### src/hdl/sobi_pkg.sv
// Shared types and constants for the serial to one-wire bridge interpreter.
package sobi_pkg;

    localparam int SEARCH_BYTES = 16;
    localparam int PARAM_COUNT  = 8;

    // Result kinds
    localparam logic [1:0] KIND_HOST  = 2'd0;
    localparam logic [1:0] KIND_RESET = 2'd1;
    localparam logic [1:0] KIND_BIT   = 2'd2;
    localparam logic [1:0] KIND_BYTE  = 2'd3;

    // Input opcodes
    localparam logic OP_HOST = 1'b0;
    localparam logic OP_BUS  = 1'b1;

    // Host byte constants
    localparam logic [7:0] CMD_DATA     = 8'hE1;
    localparam logic [7:0] CMD_ESCAPE   = 8'hE3;
    localparam logic [7:0] RPL_PRESENT  = 8'hCC;
    localparam logic [7:0] RPL_ABSENT   = 8'hCD;
    localparam logic [7:0] ROM_SEARCH   = 8'hF0;
    localparam logic [7:0] CFG_MASK     = 8'h7E;

    // Modes
    localparam logic [1:0] MODE_CMD   = 2'd0;
    localparam logic [1:0] MODE_XFER  = 2'd1;
    localparam logic [1:0] MODE_CHECK = 2'd2;

    // Phases
    localparam logic [2:0] PH_IDLE    = 3'd0;
    localparam logic [2:0] PH_COLLECT = 3'd1;
    localparam logic [2:0] PH_SRESET  = 3'd2;
    localparam logic [2:0] PH_SF0     = 3'd3;
    localparam logic [2:0] PH_READ1   = 3'd4;
    localparam logic [2:0] PH_READ2   = 3'd5;
    localparam logic [2:0] PH_WRITE   = 3'd6;
    localparam logic [2:0] PH_SINGLE  = 3'd7;

    // Pending single request tags
    localparam logic [1:0] TAG_BIT   = 2'd0;
    localparam logic [1:0] TAG_RESET = 2'd1;
    localparam logic [1:0] TAG_BYTE  = 2'd2;

    typedef struct packed {
        logic       opcode;
        logic [7:0] host_byte;
        logic       bus_bit;
        logic [7:0] bus_byte;
    } t_in;

    typedef struct packed {
        logic [1:0] kind;
        logic [7:0] value;
        logic [1:0] speed;
        logic       last;
    } t_out;

    // Front-to-back job: a single result, or the search reply burst
    typedef struct packed {
        logic burst;
        t_out res;
    } t_job;

endpackage

### src/hdl/serial_onewire_bridge_interpreter.sv
// Top level of the serial to one-wire bridge interpreter.
// A one-entry job register parts the command decoder from the output stage,
// so a single result beat passes the job register and then the output
// register, and an accepted item yields at most one beat, but the final search
// write starts a reply burst of sixteen beats from the back end's reply store
// at one beat a cycle while the receiver does not stall; the input is held off
// while the burst plays out. Without output stalls an item can otherwise be
// accepted every cycle; a stalled output fills the job register and then holds
// off the input.
module serial_onewire_bridge_interpreter (
    input  logic           i_clk,
    input  logic           i_rst_n,
    input  logic           i_valid,
    output logic           o_ready,
    input  sobi_pkg::t_in  i_item,
    output logic           o_valid,
    input  logic           i_ready,
    output sobi_pkg::t_out o_item
);

    logic           job_valid, job_ready;
    logic           busy;
    sobi_pkg::t_job job;
    logic           rpl_clear, rpl_we;
    logic [3:0]     rpl_idx;
    logic [7:0]     rpl_or;

    sobi_front u_front (
        .i_clk, .i_rst_n, .i_valid, .o_ready, .i_item,
        .o_job_valid(job_valid), .i_job_ready(job_ready), .i_busy(busy), .o_job(job),
        .o_rpl_clear(rpl_clear), .o_rpl_we(rpl_we), .o_rpl_idx(rpl_idx),
        .o_rpl_or(rpl_or)
    );

    sobi_back u_back (
        .i_clk, .i_rst_n,
        .i_job_valid(job_valid), .o_job_ready(job_ready), .o_busy(busy), .i_job(job),
        .i_rpl_clear(rpl_clear), .i_rpl_we(rpl_we), .i_rpl_idx(rpl_idx),
        .i_rpl_or(rpl_or), .o_valid, .i_ready, .o_item
    );

endmodule

### src/hdl/sobi_front.sv
// Front end: accepts items, runs the mode and phase machine, queues jobs.
module sobi_front (
    input  logic                  i_clk,
    input  logic                  i_rst_n,
    input  logic                  i_valid,
    output logic                  o_ready,
    input  sobi_pkg::t_in         i_item,
    output logic                  o_job_valid,
    input  logic                  i_job_ready,
    input  logic                  i_busy,
    output sobi_pkg::t_job        o_job,
    output logic                  o_rpl_clear,
    output logic                  o_rpl_we,
    output logic [3:0]            o_rpl_idx,
    output logic [7:0]            o_rpl_or
);

    logic [1:0] r_mode, n_mode;
    logic       r_search, n_search;
    logic       r_pullup, n_pullup;
    logic [1:0] r_speed, n_speed;
    logic [2:0] r_param [sobi_pkg::PARAM_COUNT];
    logic [7:0] r_req   [sobi_pkg::SEARCH_BYTES];
    logic [4:0] r_count, n_count;
    logic [5:0] r_pair, n_pair;
    logic [2:0] r_phase, n_phase;
    logic       r_first, n_first;

    logic       r_qv;
    sobi_pkg::t_job r_q;
    logic       emit;
    sobi_pkg::t_job job;
    logic       p_we;
    logic [2:0] p_idx, p_val;
    logic       q_we;
    logic [3:0] q_idx;
    logic [7:0] hb;
    logic       go_data, go_cmd;
    logic [1:0] cur_speed;
    logic [7:0] rq_byte;
    logic       rn, b2, dd;
    logic [1:0] jj;

    // Hold the input while the job register is full and not taken, or while the back end plays out a reply burst
    assign o_ready     = (!r_qv || i_job_ready) && !i_busy;
    assign o_job_valid = r_qv;
    assign o_job       = r_q;
    assign hb          = i_item.host_byte;

    always_comb begin
        rq_byte = r_req[r_pair[5:2]];
        jj      = r_pair[1:0];
        rn      = rq_byte[{jj, 1'b1}];
    end

    // Decode one accepted item
    always_comb begin
        n_mode = r_mode; n_search = r_search; n_pullup = r_pullup;
        n_speed = r_speed; n_count = r_count; n_pair = r_pair;
        n_phase = r_phase; n_first = r_first;
        emit = 1'b0; job = '0;
        p_we = 1'b0; p_idx = '0; p_val = '0;
        q_we = 1'b0; q_idx = '0;
        o_rpl_clear = 1'b0; o_rpl_we = 1'b0; o_rpl_idx = r_pair[5:2]; o_rpl_or = '0;
        go_data = 1'b0; go_cmd = 1'b0;
        dd = 1'b0; b2 = 1'b0;
        cur_speed = r_speed;
        if (i_item.opcode == sobi_pkg::OP_HOST) begin
            if (r_phase == sobi_pkg::PH_COLLECT) begin
                q_we  = 1'b1;
                q_idx = r_count[3:0];
                if (r_count == 5'(sobi_pkg::SEARCH_BYTES - 1)) begin
                    n_count = '0;
                    o_rpl_clear = 1'b1;
                    n_phase = sobi_pkg::PH_SRESET;
                    emit = 1'b1;
                    job.res.kind = sobi_pkg::KIND_RESET;
                end else begin
                    n_count = r_count + 5'd1;
                end
            end else if (r_phase == sobi_pkg::PH_IDLE) begin
                case (r_mode)
                    sobi_pkg::MODE_XFER: begin
                        if (hb == sobi_pkg::CMD_ESCAPE) n_mode = sobi_pkg::MODE_CHECK;
                        else go_data = 1'b1;
                    end
                    sobi_pkg::MODE_CHECK: begin
                        if (hb == sobi_pkg::CMD_ESCAPE) begin
                            n_mode = sobi_pkg::MODE_XFER;
                            go_data = 1'b1;
                        end else go_cmd = 1'b1;
                    end
                    default: go_cmd = 1'b1;
                endcase
            end
            if (go_data) begin
                if (r_search) begin
                    q_we = 1'b1; q_idx = '0;
                    n_count = 5'd1;
                    n_phase = sobi_pkg::PH_COLLECT;
                end else begin
                    n_count = 5'(sobi_pkg::TAG_BYTE);
                    n_phase = sobi_pkg::PH_SINGLE;
                    emit = 1'b1;
                    job.res.kind = sobi_pkg::KIND_BYTE;
                    job.res.value = hb;
                end
            end
            if (go_cmd) begin
                if (hb == sobi_pkg::CMD_DATA) begin
                    n_mode = sobi_pkg::MODE_XFER;
                end else begin
                    n_mode = sobi_pkg::MODE_CMD;
                    if (hb[7] == 1'b0 && hb[0]) begin
                        emit = 1'b1;
                        job.res.kind = sobi_pkg::KIND_HOST;
                        if (hb[6:4] == 3'd0) begin
                            job.res.value = {1'b0, hb[3:1], r_param[hb[3:1]], 1'b0};
                        end else begin
                            p_we = 1'b1; p_idx = hb[6:4]; p_val = hb[3:1];
                            job.res.value = hb & sobi_pkg::CFG_MASK;
                        end
                    end else if (hb[7] && hb[0]) begin
                        case (hb[6:5])
                            2'b00: begin
                                n_speed = hb[3:2]; cur_speed = hb[3:2];
                                n_first = hb[4];
                                n_count = 5'(sobi_pkg::TAG_BIT);
                                n_phase = sobi_pkg::PH_SINGLE;
                                emit = 1'b1;
                                job.res.kind = sobi_pkg::KIND_BIT;
                                job.res.value = {7'd0, hb[4]};
                            end
                            2'b10: begin
                                n_speed = hb[3:2]; cur_speed = hb[3:2];
                                n_count = 5'(sobi_pkg::TAG_RESET);
                                n_phase = sobi_pkg::PH_SINGLE;
                                emit = 1'b1;
                                job.res.kind = sobi_pkg::KIND_RESET;
                            end
                            2'b01: begin
                                n_search = hb[4];
                                n_speed = hb[3:2];
                            end
                            default: begin
                                n_pullup = hb[1];
                                emit = 1'b1;
                                job.res.kind = sobi_pkg::KIND_HOST;
                                job.res.value = hb;
                            end
                        endcase
                    end
                end
            end
        end else begin
            case (r_phase)
                sobi_pkg::PH_SRESET: begin
                    n_phase = sobi_pkg::PH_SF0;
                    emit = 1'b1;
                    job.res.kind = sobi_pkg::KIND_BYTE;
                    job.res.value = sobi_pkg::ROM_SEARCH;
                end
                sobi_pkg::PH_SF0: begin
                    n_pair = '0;
                    n_phase = sobi_pkg::PH_READ1;
                    emit = 1'b1;
                    job.res.kind = sobi_pkg::KIND_BIT;
                    job.res.value = 8'd1;
                end
                sobi_pkg::PH_READ1: begin
                    n_first = i_item.bus_bit;
                    n_phase = sobi_pkg::PH_READ2;
                    emit = 1'b1;
                    job.res.kind = sobi_pkg::KIND_BIT;
                    job.res.value = 8'd1;
                end
                sobi_pkg::PH_READ2: begin
                    if (r_first == i_item.bus_bit) begin
                        dd = 1'b1; b2 = rn;
                    end else begin
                        dd = 1'b0; b2 = r_first;
                    end
                    o_rpl_we = 1'b1;
                    o_rpl_or = 8'({b2, dd}) << {jj, 1'b0};
                    n_phase = sobi_pkg::PH_WRITE;
                    emit = 1'b1;
                    job.res.kind = sobi_pkg::KIND_BIT;
                    job.res.value = {7'd0, b2};
                end
                sobi_pkg::PH_WRITE: begin
                    emit = 1'b1;
                    if (r_pair == 6'(sobi_pkg::SEARCH_BYTES * 4 - 1)) begin
                        n_pair = '0;
                        n_phase = sobi_pkg::PH_IDLE;
                        job.burst = 1'b1;
                    end else begin
                        n_pair = r_pair + 6'd1;
                        n_phase = sobi_pkg::PH_READ1;
                        job.res.kind = sobi_pkg::KIND_BIT;
                        job.res.value = 8'd1;
                    end
                end
                sobi_pkg::PH_SINGLE: begin
                    n_phase = sobi_pkg::PH_IDLE;
                    n_count = '0;
                    emit = 1'b1;
                    job.res.kind = sobi_pkg::KIND_HOST;
                    if (r_count[1:0] == sobi_pkg::TAG_BIT)
                        job.res.value = {3'b100, r_first, r_speed,
                                         {2{i_item.bus_bit}}};
                    else if (r_count[1:0] == sobi_pkg::TAG_RESET)
                        job.res.value = i_item.bus_bit ? sobi_pkg::RPL_PRESENT
                                                       : sobi_pkg::RPL_ABSENT;
                    else
                        job.res.value = i_item.bus_byte;
                end
                default: ;
            endcase
        end
        job.res.speed = cur_speed;
        job.res.last  = 1'b1;
        // Touch the reply store only on an accepted beat
        o_rpl_clear = o_rpl_clear && i_valid && o_ready;
        o_rpl_we    = o_rpl_we && i_valid && o_ready;
    end

    // Hold control state
    always_ff @(posedge i_clk) begin
        if (!i_rst_n) begin
            r_mode <= sobi_pkg::MODE_CMD; r_search <= 1'b0; r_pullup <= 1'b0;
            r_speed <= '0; r_count <= '0; r_pair <= '0;
            r_phase <= sobi_pkg::PH_IDLE; r_first <= 1'b0; r_qv <= 1'b0;
            for (int k = 0; k < sobi_pkg::PARAM_COUNT; k++)
                r_param[k] <= (k == 2 || k == 3) ? 3'd2 : 3'd0;
        end else begin
            if (i_valid && o_ready && emit) r_qv <= 1'b1;
            else if (i_job_ready) r_qv <= 1'b0;
            if (i_valid && o_ready) begin
                r_mode <= n_mode; r_search <= n_search; r_pullup <= n_pullup;
                r_speed <= n_speed; r_count <= n_count; r_pair <= n_pair;
                r_phase <= n_phase; r_first <= n_first;
                if (p_we) r_param[p_idx] <= p_val;
            end
        end
    end

    // Hold payload
    always_ff @(posedge i_clk) begin
        if (i_valid && o_ready) begin
            if (emit) r_q <= job;
            if (q_we) r_req[q_idx] <= hb;
        end
    end

endmodule

### src/hdl/sobi_back.sv
// Back end: holds the search reply and drives result beats, bursts included.
module sobi_back (
    input  logic            i_clk,
    input  logic            i_rst_n,
    input  logic            i_job_valid,
    output logic            o_job_ready,
    output logic            o_busy,
    input  sobi_pkg::t_job  i_job,
    input  logic            i_rpl_clear,
    input  logic            i_rpl_we,
    input  logic [3:0]      i_rpl_idx,
    input  logic [7:0]      i_rpl_or,
    output logic            o_valid,
    input  logic            i_ready,
    output sobi_pkg::t_out  o_item
);

    logic [7:0] r_rpl [sobi_pkg::SEARCH_BYTES];
    logic       r_busy;
    logic [3:0] r_idx;
    logic [1:0] r_speed;
    logic       r_ov;
    sobi_pkg::t_out r_o;
    logic       load;

    assign o_valid     = r_ov;
    assign o_item      = r_o;
    assign load        = !r_ov || i_ready;
    assign o_job_ready = load && !r_busy;
    assign o_busy      = r_busy;

    // Track the reply store, the output register and the burst counter
    always_ff @(posedge i_clk) begin
        if (!i_rst_n) begin
            r_ov <= 1'b0; r_busy <= 1'b0; r_idx <= '0;
            for (int k = 0; k < sobi_pkg::SEARCH_BYTES; k++) r_rpl[k] <= '0;
        end else begin
            if (i_rpl_clear)
                for (int k = 0; k < sobi_pkg::SEARCH_BYTES; k++) r_rpl[k] <= '0;
            else if (i_rpl_we)
                r_rpl[i_rpl_idx] <= r_rpl[i_rpl_idx] | i_rpl_or;
            if (load) begin
                if (r_busy) begin
                    r_ov <= 1'b1;
                    r_o  <= '{sobi_pkg::KIND_HOST, r_rpl[r_idx], r_speed,
                              r_idx == 4'(sobi_pkg::SEARCH_BYTES - 1)};
                    r_idx <= r_idx + 4'd1;
                    if (r_idx == 4'(sobi_pkg::SEARCH_BYTES - 1)) r_busy <= 1'b0;
                end else if (i_job_valid) begin
                    if (i_job.burst) begin
                        r_busy <= 1'b1; r_idx <= '0; r_speed <= i_job.res.speed;
                        r_ov <= 1'b0;
                    end else begin
                        r_ov <= 1'b1;
                        r_o  <= i_job.res;
                    end
                end else begin
                    r_ov <= 1'b0;
                end
            end
        end
    end

endmodule

### config.mk
export PLATFORM = sky130hd
export DESIGN_NAME = serial_onewire_bridge_interpreter
export DESIGN_NICKNAME = d
export VERILOG_FILES = /design/src/hdl/sobi_pkg.sv /design/src/hdl/serial_onewire_bridge_interpreter.sv /design/src/hdl/sobi_front.sv /design/src/hdl/sobi_back.sv
export SDC_FILE = /design/constraint.sdc
export NUM_CORES = 1
export LEC_CHECK = 0
export BUFFER_PORTS_ARGS = -buffer_cell sky130_fd_sc_hd__buf_2
export CAP_MARGIN = 0
export CELL_PAD_IN_SITES_DETAIL_PLACEMENT = 0
export CELL_PAD_IN_SITES_GLOBAL_PLACEMENT = 1
export CORE_MARGIN = 10
export CORE_UTILIZATION = 52
export CTS_CLUSTER_SIZE = 12
export DETAILED_ROUTE_END_ITERATION = 10
export GPL_TIMING_DRIVEN = 0
export PLACE_DENSITY = 0.88
export SETUP_SLACK_MARGIN = 0.1
export SYNTH_ARGS = -nofsm -noshare
export SYNTH_HDL_FRONTEND = slang
export SYNTH_SLANG_ARGS = --single-unit
### constraint.sdc
create_clock -name i_clk -period 5.1 [get_ports i_clk]
set_input_delay 1.02 -clock i_clk [delete_from_list [all_inputs] [get_ports i_clk]]
set_output_delay 1.02 -clock i_clk [all_outputs]
set_load 0.01 [all_outputs]
==> summary by stage, run 1 <==
Power
The leakage power is 5.00 nW. In this run the power density over the cells is 324 mW/mm^2. The worst-case IR drop observed on VDD is 0.000276 V.

The overall power consumption is 5.05 mW.

Timing
The final period demand of the worst path is 3.78 ns. In this run the tightest slew margin relative to its limit is 0.298. The number of endpoints failing setup at the final stage is 0. Summed over all failing endpoints, the final setup total negative slack is 0 ns.

The slack of the critical path is 1.32 ns. For this run, the top clock speed supported by timing is 265 MHz. In the finished design, the share of the clock period the worst path needs comes to 0.741. Setup repair after global routing left no endpoint under its margin.

Clock skew on the completed layout was measured at 0.0139 ns. The measured slew at the worst slew-check pin is 1.05 ns. The final number of hold-violating endpoints is 0. The count of pins over their slew limit was 0.

Logic synthesis
The flip-flop cell with the highest count after synthesis is sky130_fd_sc_hd__edfxtp_1. The netlist area before placement is 0.0140 sq mm. Summed over all instances, the cell type with the most area after synthesis is sky130_fd_sc_hd__edfxtp_1.

The post-synthesis sequential element count is 279. The most frequent cell after synthesis is sky130_fd_sc_hd__edfxtp_1. The share of the Yosys chip area taken by registers is 0.574. The share of flip-flops with an asynchronous set or reset after synthesis is 0. After synthesis, the cell types taking the most area are sky130_fd_sc_hd__edfxtp_1 (52%), sky130_fd_sc_hd__mux4_2 (15%), sky130_fd_sc_hd__nor2_1 (5.8%). The netlist uses 78 different library cells.

The cell count after synthesis came out at 1067. Ranked by instance count, the synthesized netlist is headed by sky130_fd_sc_hd__edfxtp_1 (244), sky130_fd_sc_hd__nor2_1 (216), sky130_fd_sc_hd__mux4_2 (94). After synthesis, the mean cell area works out to 13.1 sq um. Yosys mapped a number of flops with a built-in enable equal to 244. The share of synthesized area in the top cell type comes to 0.524. The warning count from the yosys run is 0.

Detailed routing
The per-cell routed wire length is 24.0 um. The count of nets left with antenna violations once routing finished came out at 0. The total length of routed wires is 35900 um. Using the TritonRoute via totals, the vias-per-cell ratio works out to 6.33. After detailed routing, the number of remaining DRC violations is 0. The number of iterations in the first detailed-routing pass is 6. After the first detailed-routing iteration, the DRC count stood at 1097. Across all layers, the routed design uses 9465 vias.

Setup path
The dominant delay contributor by cell family on the critical path is simple AND/OR/NAND/NOR gates. Along the worst path, the maximum fanout reaches 19. The number of buffers and inverters on the critical path is 2. The signal on the critical path passes through buf_2 > clkbuf_1 > nand4_1 > or4_4 > a211oi_4 > nor2_1 > nor3b_1 > a21oi_1 > o41ai_1.

The critical register-to-register path endpoint is u_back.r_rpl[13][1]. Data on the critical path arrives at its endpoint at 4.04 ns. The number of logic stages on the critical path including buffering is 9. The flop-to-flop setup slack is 1.40 ns.

The startpoint-to-endpoint class of the critical path is in -> reg. The critical path required time is 5.36 ns. For the worst flop-to-flop path, the logic depth is 7.

The origin of the worst setup path is i_item[14]. The type of element launching the critical path is an input pin. The endpoint of the most critical setup path is u_front.o_job[11].

The delay contributed by the slowest stage of the critical path is 0.56 ns. Among all stages on the critical path, the largest delay is contributed by sky130_fd_sc_hd__or4_4. STA classifies the critical path endpoint as a flop.

Clock network
CTS built an H-tree with a depth of 1. The number of hold buffers added after CTS was 0. The number of resized instances in the post-cts repair step is 0. After clock tree synthesis, the setup repair step added 0 buffers. For this design, the sink count on the clock tree is 279.

The tree is rooted in a sky130_fd_sc_hd__clkbuf_16. The total CTS buffers is 30. Clock-pin slew was measured on the worst setup and hold paths at 0.06 ns.

TritonCTS built the clock tree. No sink is reached through more buffers than the 3 on the longest clock path. The clock network latency to the later pin of the worst-skew pair is 0.55 ns.

Job
The tool flagged a number of max-cap violations equal to 0.

Placement
Routability-driven placement finished with a final weighted congestion of 0.943. Prior to clock tree synthesis, the placed netlist has a worst setup slack of 0.901 ns. The quantity of I/O buffers inserted on ports is 34. Including well taps, the total number of placed cells is 1440. Summed over all nets, the half-perimeter wirelength after detailed placement is 26400 um.

Summing all placed instances gives a cell area of 0.0146 sq mm.

Floorplan
The overall die area is 0.0339 sq mm. The number of primary I/O pins is 37. The floorplan step set the die height to 184 um.

The core area is 0.0263 sq mm. The die is 184 um wide. After floorplanning, the core was divided into 59 placement rows.

The initial utilization of the core area, before any placement, comes to 0.532.

Global routing
The first global-routing pass estimated 55800 um of wire. The total track usage is 0.213. The number of antenna violations at the first check in global routing was 0.

The maximum number of pins on one net before global-route repair is 22. For this run the aggregate overflow at the end of global routing stands at 0. The number of global-route vias before repair is 9405.

Finish
The finished layout holds 1495 standard cells, fillers aside. The finished cells cover 0.0156 sq mm. The area growth from synthesis to layout is 11.2%. Of the cells placed in the final design, the portion with a size suffix greater than 1 is 0.201. The final layout contains 1170 nets.

The repair_antennas step left the layout with diodes totalling 0.

Run status
The run finished with clean final reports.

Min path
The worst min-delay path class is reg -> reg.
## cell families after synthesis
logic type | share of synthesized area
muxes | 0.177
buffers and inverters | 0.0276
and+or+nand+nor | 0.134
AOI/OAI and AO/OA | 0.0751
other | 0.000268
xor gates and xnor gates | 0.00251
DFF | 0.574
adders and majority gates | 0.00984
## power by group
group | leakage (nW) | total (mW) | switching, mW | internal [mW]
Clock | 0.459 | 2.10 | 0.859 | 1.24
Combinational | 1.96 | 0.353 | 0.222 | 0.131
Sequential | 2.58 | 2.60 | 0.0401 | 2.56
## sequential cells by signal, indices dropped and copies added (netlist names), named ones only
| register | count |
|---|---|
| u_back.r_rpl | 128 |
| u_front.r_req | 64 |
| u_front.r_param | 24 |
| u_back.o_item | 13 |
| u_front.o_job | 13 |
| u_front.r_pair | 6 |
| u_front.r_count | 5 |
| u_back.r_idx | 4 |
| u_front.r_phase | 3 |
| u_back.r_speed | 2 |
| u_front.r_mode | 2 |
| u_front.r_speed | 2 |
| u_back.o_busy | 1 |
| u_back.o_valid | 1 |
| u_front.o_job_valid | 1 |
| u_front.r_first | 1 |
| u_front.r_search | 1 |
## final cells by class
class	count	area, sq um
fill	2091	10700
inverter	18	67.6
sequential	279	8030
clock inverter	8	98.8
clock buffer	47	846
multi-input combinational	704	5590
timing repair buffer	36	189
buffer	68	318
tap	335	419
## tightest hold or removal path, stage by stage, from the launching register on
cell and delay, ns:
sky130_fd_sc_hd__dfxtp_1 0.32, sky130_fd_sc_hd__nand2_1 0.06, sky130_fd_sc_hd__a21oi_1 0.04
## worst min path at each step
stage,startpoint,depth (start not counted),end
3_5_place_dp,u_front.o_job[2],0,u_back.r_speed[1]
2_1_floorplan,u_front.o_job[1],0,u_back.r_speed[0]
5_1_grt,u_front.r_count[4],2,u_front.r_count[4]
3_3_place_gp,u_front.r_count[4],2,u_front.r_count[4]
6_report,u_front.r_count[4],2,u_front.r_count[4]
4_1_cts,u_front.r_count[4],2,u_front.r_count[4]
## cell usage in the layout, fill, tap and decap left out, drive strengths merged, types with 6 or more instances in the layout
cell / instances
mux2: 24
mux4: 94
a211oi: 6
ha: 11
buf: 64
a22oi: 6
mux2i: 9
nor2: 216
nor3: 22
nand2b: 17
edfxtp: 244
or3: 6
dfxtp: 35
nand3: 14
o22ai: 6
nand4: 7
nor3b: 6
a21oi: 46
nand2: 88
o21ai: 23
nor2b: 16
clkbuf: 87
o211ai: 7
inv: 19
## per-layer routing
layer,global-route usage,routed length (um),vias up
li1,-,-,4199
met1,0.291,14800,4717
met2,0.336,16900,492
met3,0.0389,3090,57
met4,0.0731,1030,0
met5,0,0,-
## stage by stage
step | util | hold slack, ns
after global routing | 0.592 | 0.478
final | 0.592 | 0.460
after CTS | 0.592 | 0.457
after detailed placement | 0.556 | 0.444
after global placement | 0.555 | 0.435
after floorplan | - | 0.422
No activity file was read; power rests on OpenSTA's default activity.
==> run 2, diff against run 1 <==
--- a/config.mk
+++ b/config.mk
@@ -5,16 +5,17 @@
 export SDC_FILE = /design/constraint.sdc
 export NUM_CORES = 1
 export LEC_CHECK = 0
+export ABC_AREA = 1
 export BUFFER_PORTS_ARGS = -buffer_cell sky130_fd_sc_hd__buf_2
 export CAP_MARGIN = 0
 export CELL_PAD_IN_SITES_DETAIL_PLACEMENT = 0
 export CELL_PAD_IN_SITES_GLOBAL_PLACEMENT = 1
 export CORE_MARGIN = 10
-export CORE_UTILIZATION = 52
+export CORE_UTILIZATION = 44
 export CTS_CLUSTER_SIZE = 12
 export DETAILED_ROUTE_END_ITERATION = 10
 export GPL_TIMING_DRIVEN = 0
-export PLACE_DENSITY = 0.88
+export PLACE_DENSITY = 0.85
 export SETUP_SLACK_MARGIN = 0.1
 export SYNTH_ARGS = -nofsm -noshare
 export SYNTH_HDL_FRONTEND = slang
==> constraint.sdc (replaced) <==
create_clock -name i_clk -period 3.1 [get_ports i_clk]
set_input_delay 0.62 -clock i_clk [delete_from_list [all_inputs] [get_ports i_clk]]
set_output_delay 0.62 -clock i_clk [all_outputs]
set_load 0.01 [all_outputs]
==> summary by stage, run 2 <==
Run status
The run finished with clean final reports.

Detailed routing
The DRC marker count from the first detailed-route iteration is 1661 (+51%). The total length of routed wires is 50100 um (+40%). The number of iterations in the first detailed-routing pass is 6 (unchanged). The per-cell routed wire length is 22.3 um (-7.0%). The average via count per standard cell was 5.81 (-8.2%).

The routed via count is 13000 (+38%). The number of nets with antenna violations after routing is 0 (unchanged). The DRC violation count after routing is 0 (unchanged).

Logic synthesis
The most used flip-flop cell after synthesis is sky130_fd_sc_hd__edfxtp_1. The distinct cell type count after synthesis came to 48 (-38%). The warning count from the yosys run was 0 (unchanged). Yosys instantiated no cell more often than sky130_fd_sc_hd__nand2_1.

The number of cells produced by synthesis came to 1705 (+60%). Ranked by instance count, the synthesized netlist is headed by sky130_fd_sc_hd__nand2_1 (308), sky130_fd_sc_hd__edfxtp_1 (244), sky130_fd_sc_hd__nor2_1 (244). The mean instance size in the synthesized netlist came to 8.70 sq um (-34%). The share of flip-flops with an asynchronous set or reset after synthesis is 0 (unchanged).

The dominant cell type by area after synthesis is sky130_fd_sc_hd__edfxtp_1. The netlist area before placement was 0.0148 sq mm (+6.1%). The portion of synthesized cell area occupied by the leading cell type is 0.494 (-0.0300).

The post-synthesis sequential element count was 279 (unchanged). Ranked by total cell area, the synthesized netlist is headed by sky130_fd_sc_hd__edfxtp_1 (49%), sky130_fd_sc_hd__nand2_1 (7.8%), sky130_fd_sc_hd__nor2_1 (6.2%). The number of enable-type register cells in the synthesized netlist is 244 (unchanged). The sequential share of the synthesized area is 0.541 (-0.0329).

Floorplan
The core area is 0.0334 sq mm (+27%). The number of primary I/O pins is 37 (unchanged). The width of the die is 204 um (+11%). The overall die area is 0.0415 sq mm (+22%). The row count is 67 (+14%). The initial core utilization is 0.445 (-0.0875).

The y dimension of the die is 204 um (+11%).

Timing
The final critical-path share of the clock period is 0.917. The number of endpoints failing setup at the final stage is 0 (unchanged). The worst hold slack was 0.406 ns (-0.0541 ns).

The worst slew margin relative to its limit came to 0.368 (+0.0694). The total negative slack came to 0 ns (unchanged). Setup repair after global routing left no endpoint under its margin. The clock skew is 0.0354 ns (+0.0215 ns). The final number of hold-violating endpoints was 0 (unchanged). The achievable frequency is 352 MHz. The final period demand of the worst path is 2.84 ns. The measured slew at the worst slew-check pin is 0.948 ns (-0.104 ns). The count of pins over their slew limit is 0 (unchanged).

Clock network
The clock transition at the register clock pins on the worst setup and hold paths after CTS is 0.06 ns (about the same). The number of buffers inserted for hold repair after clock tree synthesis came to 0 (unchanged). The root buffer cell chosen for the clock tree is sky130_fd_sc_hd__clkbuf_16. The deepest clock path buffer count came to 3 (unchanged). The total CTS buffers is 30 (unchanged). The clock network latency to the later pin of the worst-skew pair is 0.58 ns (+0.03 ns). TritonCTS built the clock tree. The sink count of the clock tree is 279 (unchanged).

The number of resized instances in the post-cts repair step is 0 (unchanged). The H-tree level count is 1 (unchanged). The number of setup buffers added after CTS was 0 (unchanged).

Placement
The total half-perimeter wirelength after legalization and detailed placement was 35600 um (+35%). The quantity of I/O buffers inserted on ports came to 35 (+2.9%). The global placement routability congestion is 0.998 (+5.8%).

Finish
The number of nets in the final layout is 1807 (+54%). The flip-flop count of the largest register after layout is 128 (unchanged). The library cell used most frequently in the layout, excluding fill and tap cells, is sky130_fd_sc_hd__nand2_1. The layout cell share with drive strength beyond 1 was 0.105 (-0.0957).

The number of fillers in the final layout was 3239 (+55%). The area added between synthesis and finish is 11.8%. The antenna diode count is 0 (unchanged). The largest registers in the layout are u_back.r_rpl x128, u_front.r_req x64, u_front.r_param x24. The top register by number of flip-flops is u_back.r_rpl.

The library cells used most frequently in the layout, excluding fill and tap cells, are sky130_fd_sc_hd__nand2_1 (308), sky130_fd_sc_hd__nor2_1 (244), sky130_fd_sc_hd__edfxtp_1 (244), sky130_fd_sc_hd__o21ai_0 (182), sky130_fd_sc_hd__inv_1 (174). The core occupancy in the finished layout is 0.497 (-0.0945).

Global routing
The number of antenna violations at the first check in global routing was 0 (unchanged). The wire length of the first global-routing pass is 74700 um (+34%). The maximum number of pins on one net before global-route repair was 24 (+9.1%).

The total track usage was 0.234 (+0.0216). The number of global-route vias before repair is 12600 (+34%). The sum of overflow across all layers after global routing is 0 (unchanged).

Setup path
The slowest library cell on the worst path is sky130_fd_sc_hd__clkbuf_1. The cell that appears most often on the critical path is sky130_fd_sc_hd__buf_2. The delay contributed by the slowest stage of the critical path was 0.66 ns (+0.10 ns). The critical path required time came to 3.42 ns (-1.94 ns). The largest fanout on the critical path is 10 (-9). The worst setup path is launched from a flop. The startpoint-to-endpoint class of the critical path is reg -> reg.

The critical path arrival is 3.16 ns (-0.88 ns). The critical path goes through clkbuf_1 > buf_2 > o221ai_1 > nand3_1 > nand2_1 > inv_2 > buf_2 > a21oi_1. The category of the worst setup path capture point is a flop.

Power
The relative contribution of sequential cells to total power is 0.500 (-0.015). The total net switching power came to 2.09 mW (+86%). The switching share of power came to 0.243 (+0.0209).

The worst vdd rail ir drop is 0.000516 V (+87%). The share of power burned in the clock network is 0.422 (+0.007). The relative contribution of combinational cells to total power is 0.078 (+0.008).

The internal cell power came to 6.49 mW (+65%). The overall power consumption is 8.58 mW (+70%). The leakage power is 6.58 nW (+32%). The power density normalized to cell area is 517 mW/mm^2 (+59%).

Job
The count of max-cap constraint violations is 0 (unchanged).

Min path
The worst min-delay path class is in -> reg.
run 2: layout make-up:
class | count | area, sq um | area share
Sequential cell | 279 | 8030 | 0.484
Tap cell | 448 | 561 | 0.0338
Multi-Input combinational cell | 1139 | 5600 | 0.338
Clock inverter | 5 | 41.3 | 0.00249
Buffer | 86 | 455 | 0.0274
Clock buffer | 51 | 965 | 0.0581
Timing Repair Buffer | 35 | 175 | 0.0106
Inverter | 203 | 767 | 0.0462
run 2: power groups by stage:
stage / sequential [mW] / clock [mW] / combinational [mW]
2_1_floorplan: 4.34 / 0 / 0.407
3_3_place_gp: 4.36 / 0 / 0.643
3_5_place_dp: 4.36 / 0 / 0.647
4_1_cts: 4.28 / 3.64 / 0.651
5_1_grt: 4.29 / 3.78 / 0.732
6_report: 4.29 / 3.62 / 0.669
run 2: per-stage QoR:
step	std cells	setup WS (ns)	area, sq um
3_3_place_gp	2190	-0.103	15600
3_5_place_dp	2190	-0.132	15600
5_1_grt	2246	0.180	16600
2_1_floorplan	1707	0.756	14800
6_report	2246	0.256	16600
4_1_cts	2246	0.213	16600
run 2: kinds of logic (layout without fill, tap and decap cells):
kind of cell,Yosys count,in the layout,share of synthesized area
AO/OA/AOI/OAI,401,401,0.154
XOR/XNOR,2,2,0.00118
adder cells (fa/ha/maj),11,11,0.00928
buffers and inverters,289,380,0.0823
flip-flops,279,279,0.541
other,1,3,0.000253
AND/OR/NAND/NOR,722,722,0.212
run 2: layer usage:
metal  GRT usage  vias up  part of all wire
li1            -     5984                 -
met1       0.300     6149              0.39
met2       0.366      763              0.44
met3      0.0585      152              0.12
met4       0.109        0             0.044
met5           0        -                 0
run 2: worst paths after layout:
check | start | endpoint | slack (ns) | cells after the start
max | flop | u_back.r_rpl[0][1] | 0.26 | 8
max reg2reg | flop | u_back.r_rpl[0][1] | 0.26 | 8
min | i_item[2] | u_front.o_job[5] | 0.41 | 3
min reg2reg | u_front.r_count[4] | u_front.r_count[4] | 0.46 | 2
run 2: critical path, delay by kind of cell (launching register included):
family                 cells  cell delay (ns)
AO/OA/AOI/OAI              2             0.36
buffers and inverters      4             1.47
AND/OR/NAND/NOR            2             0.25
flip-flops                 1             0.52
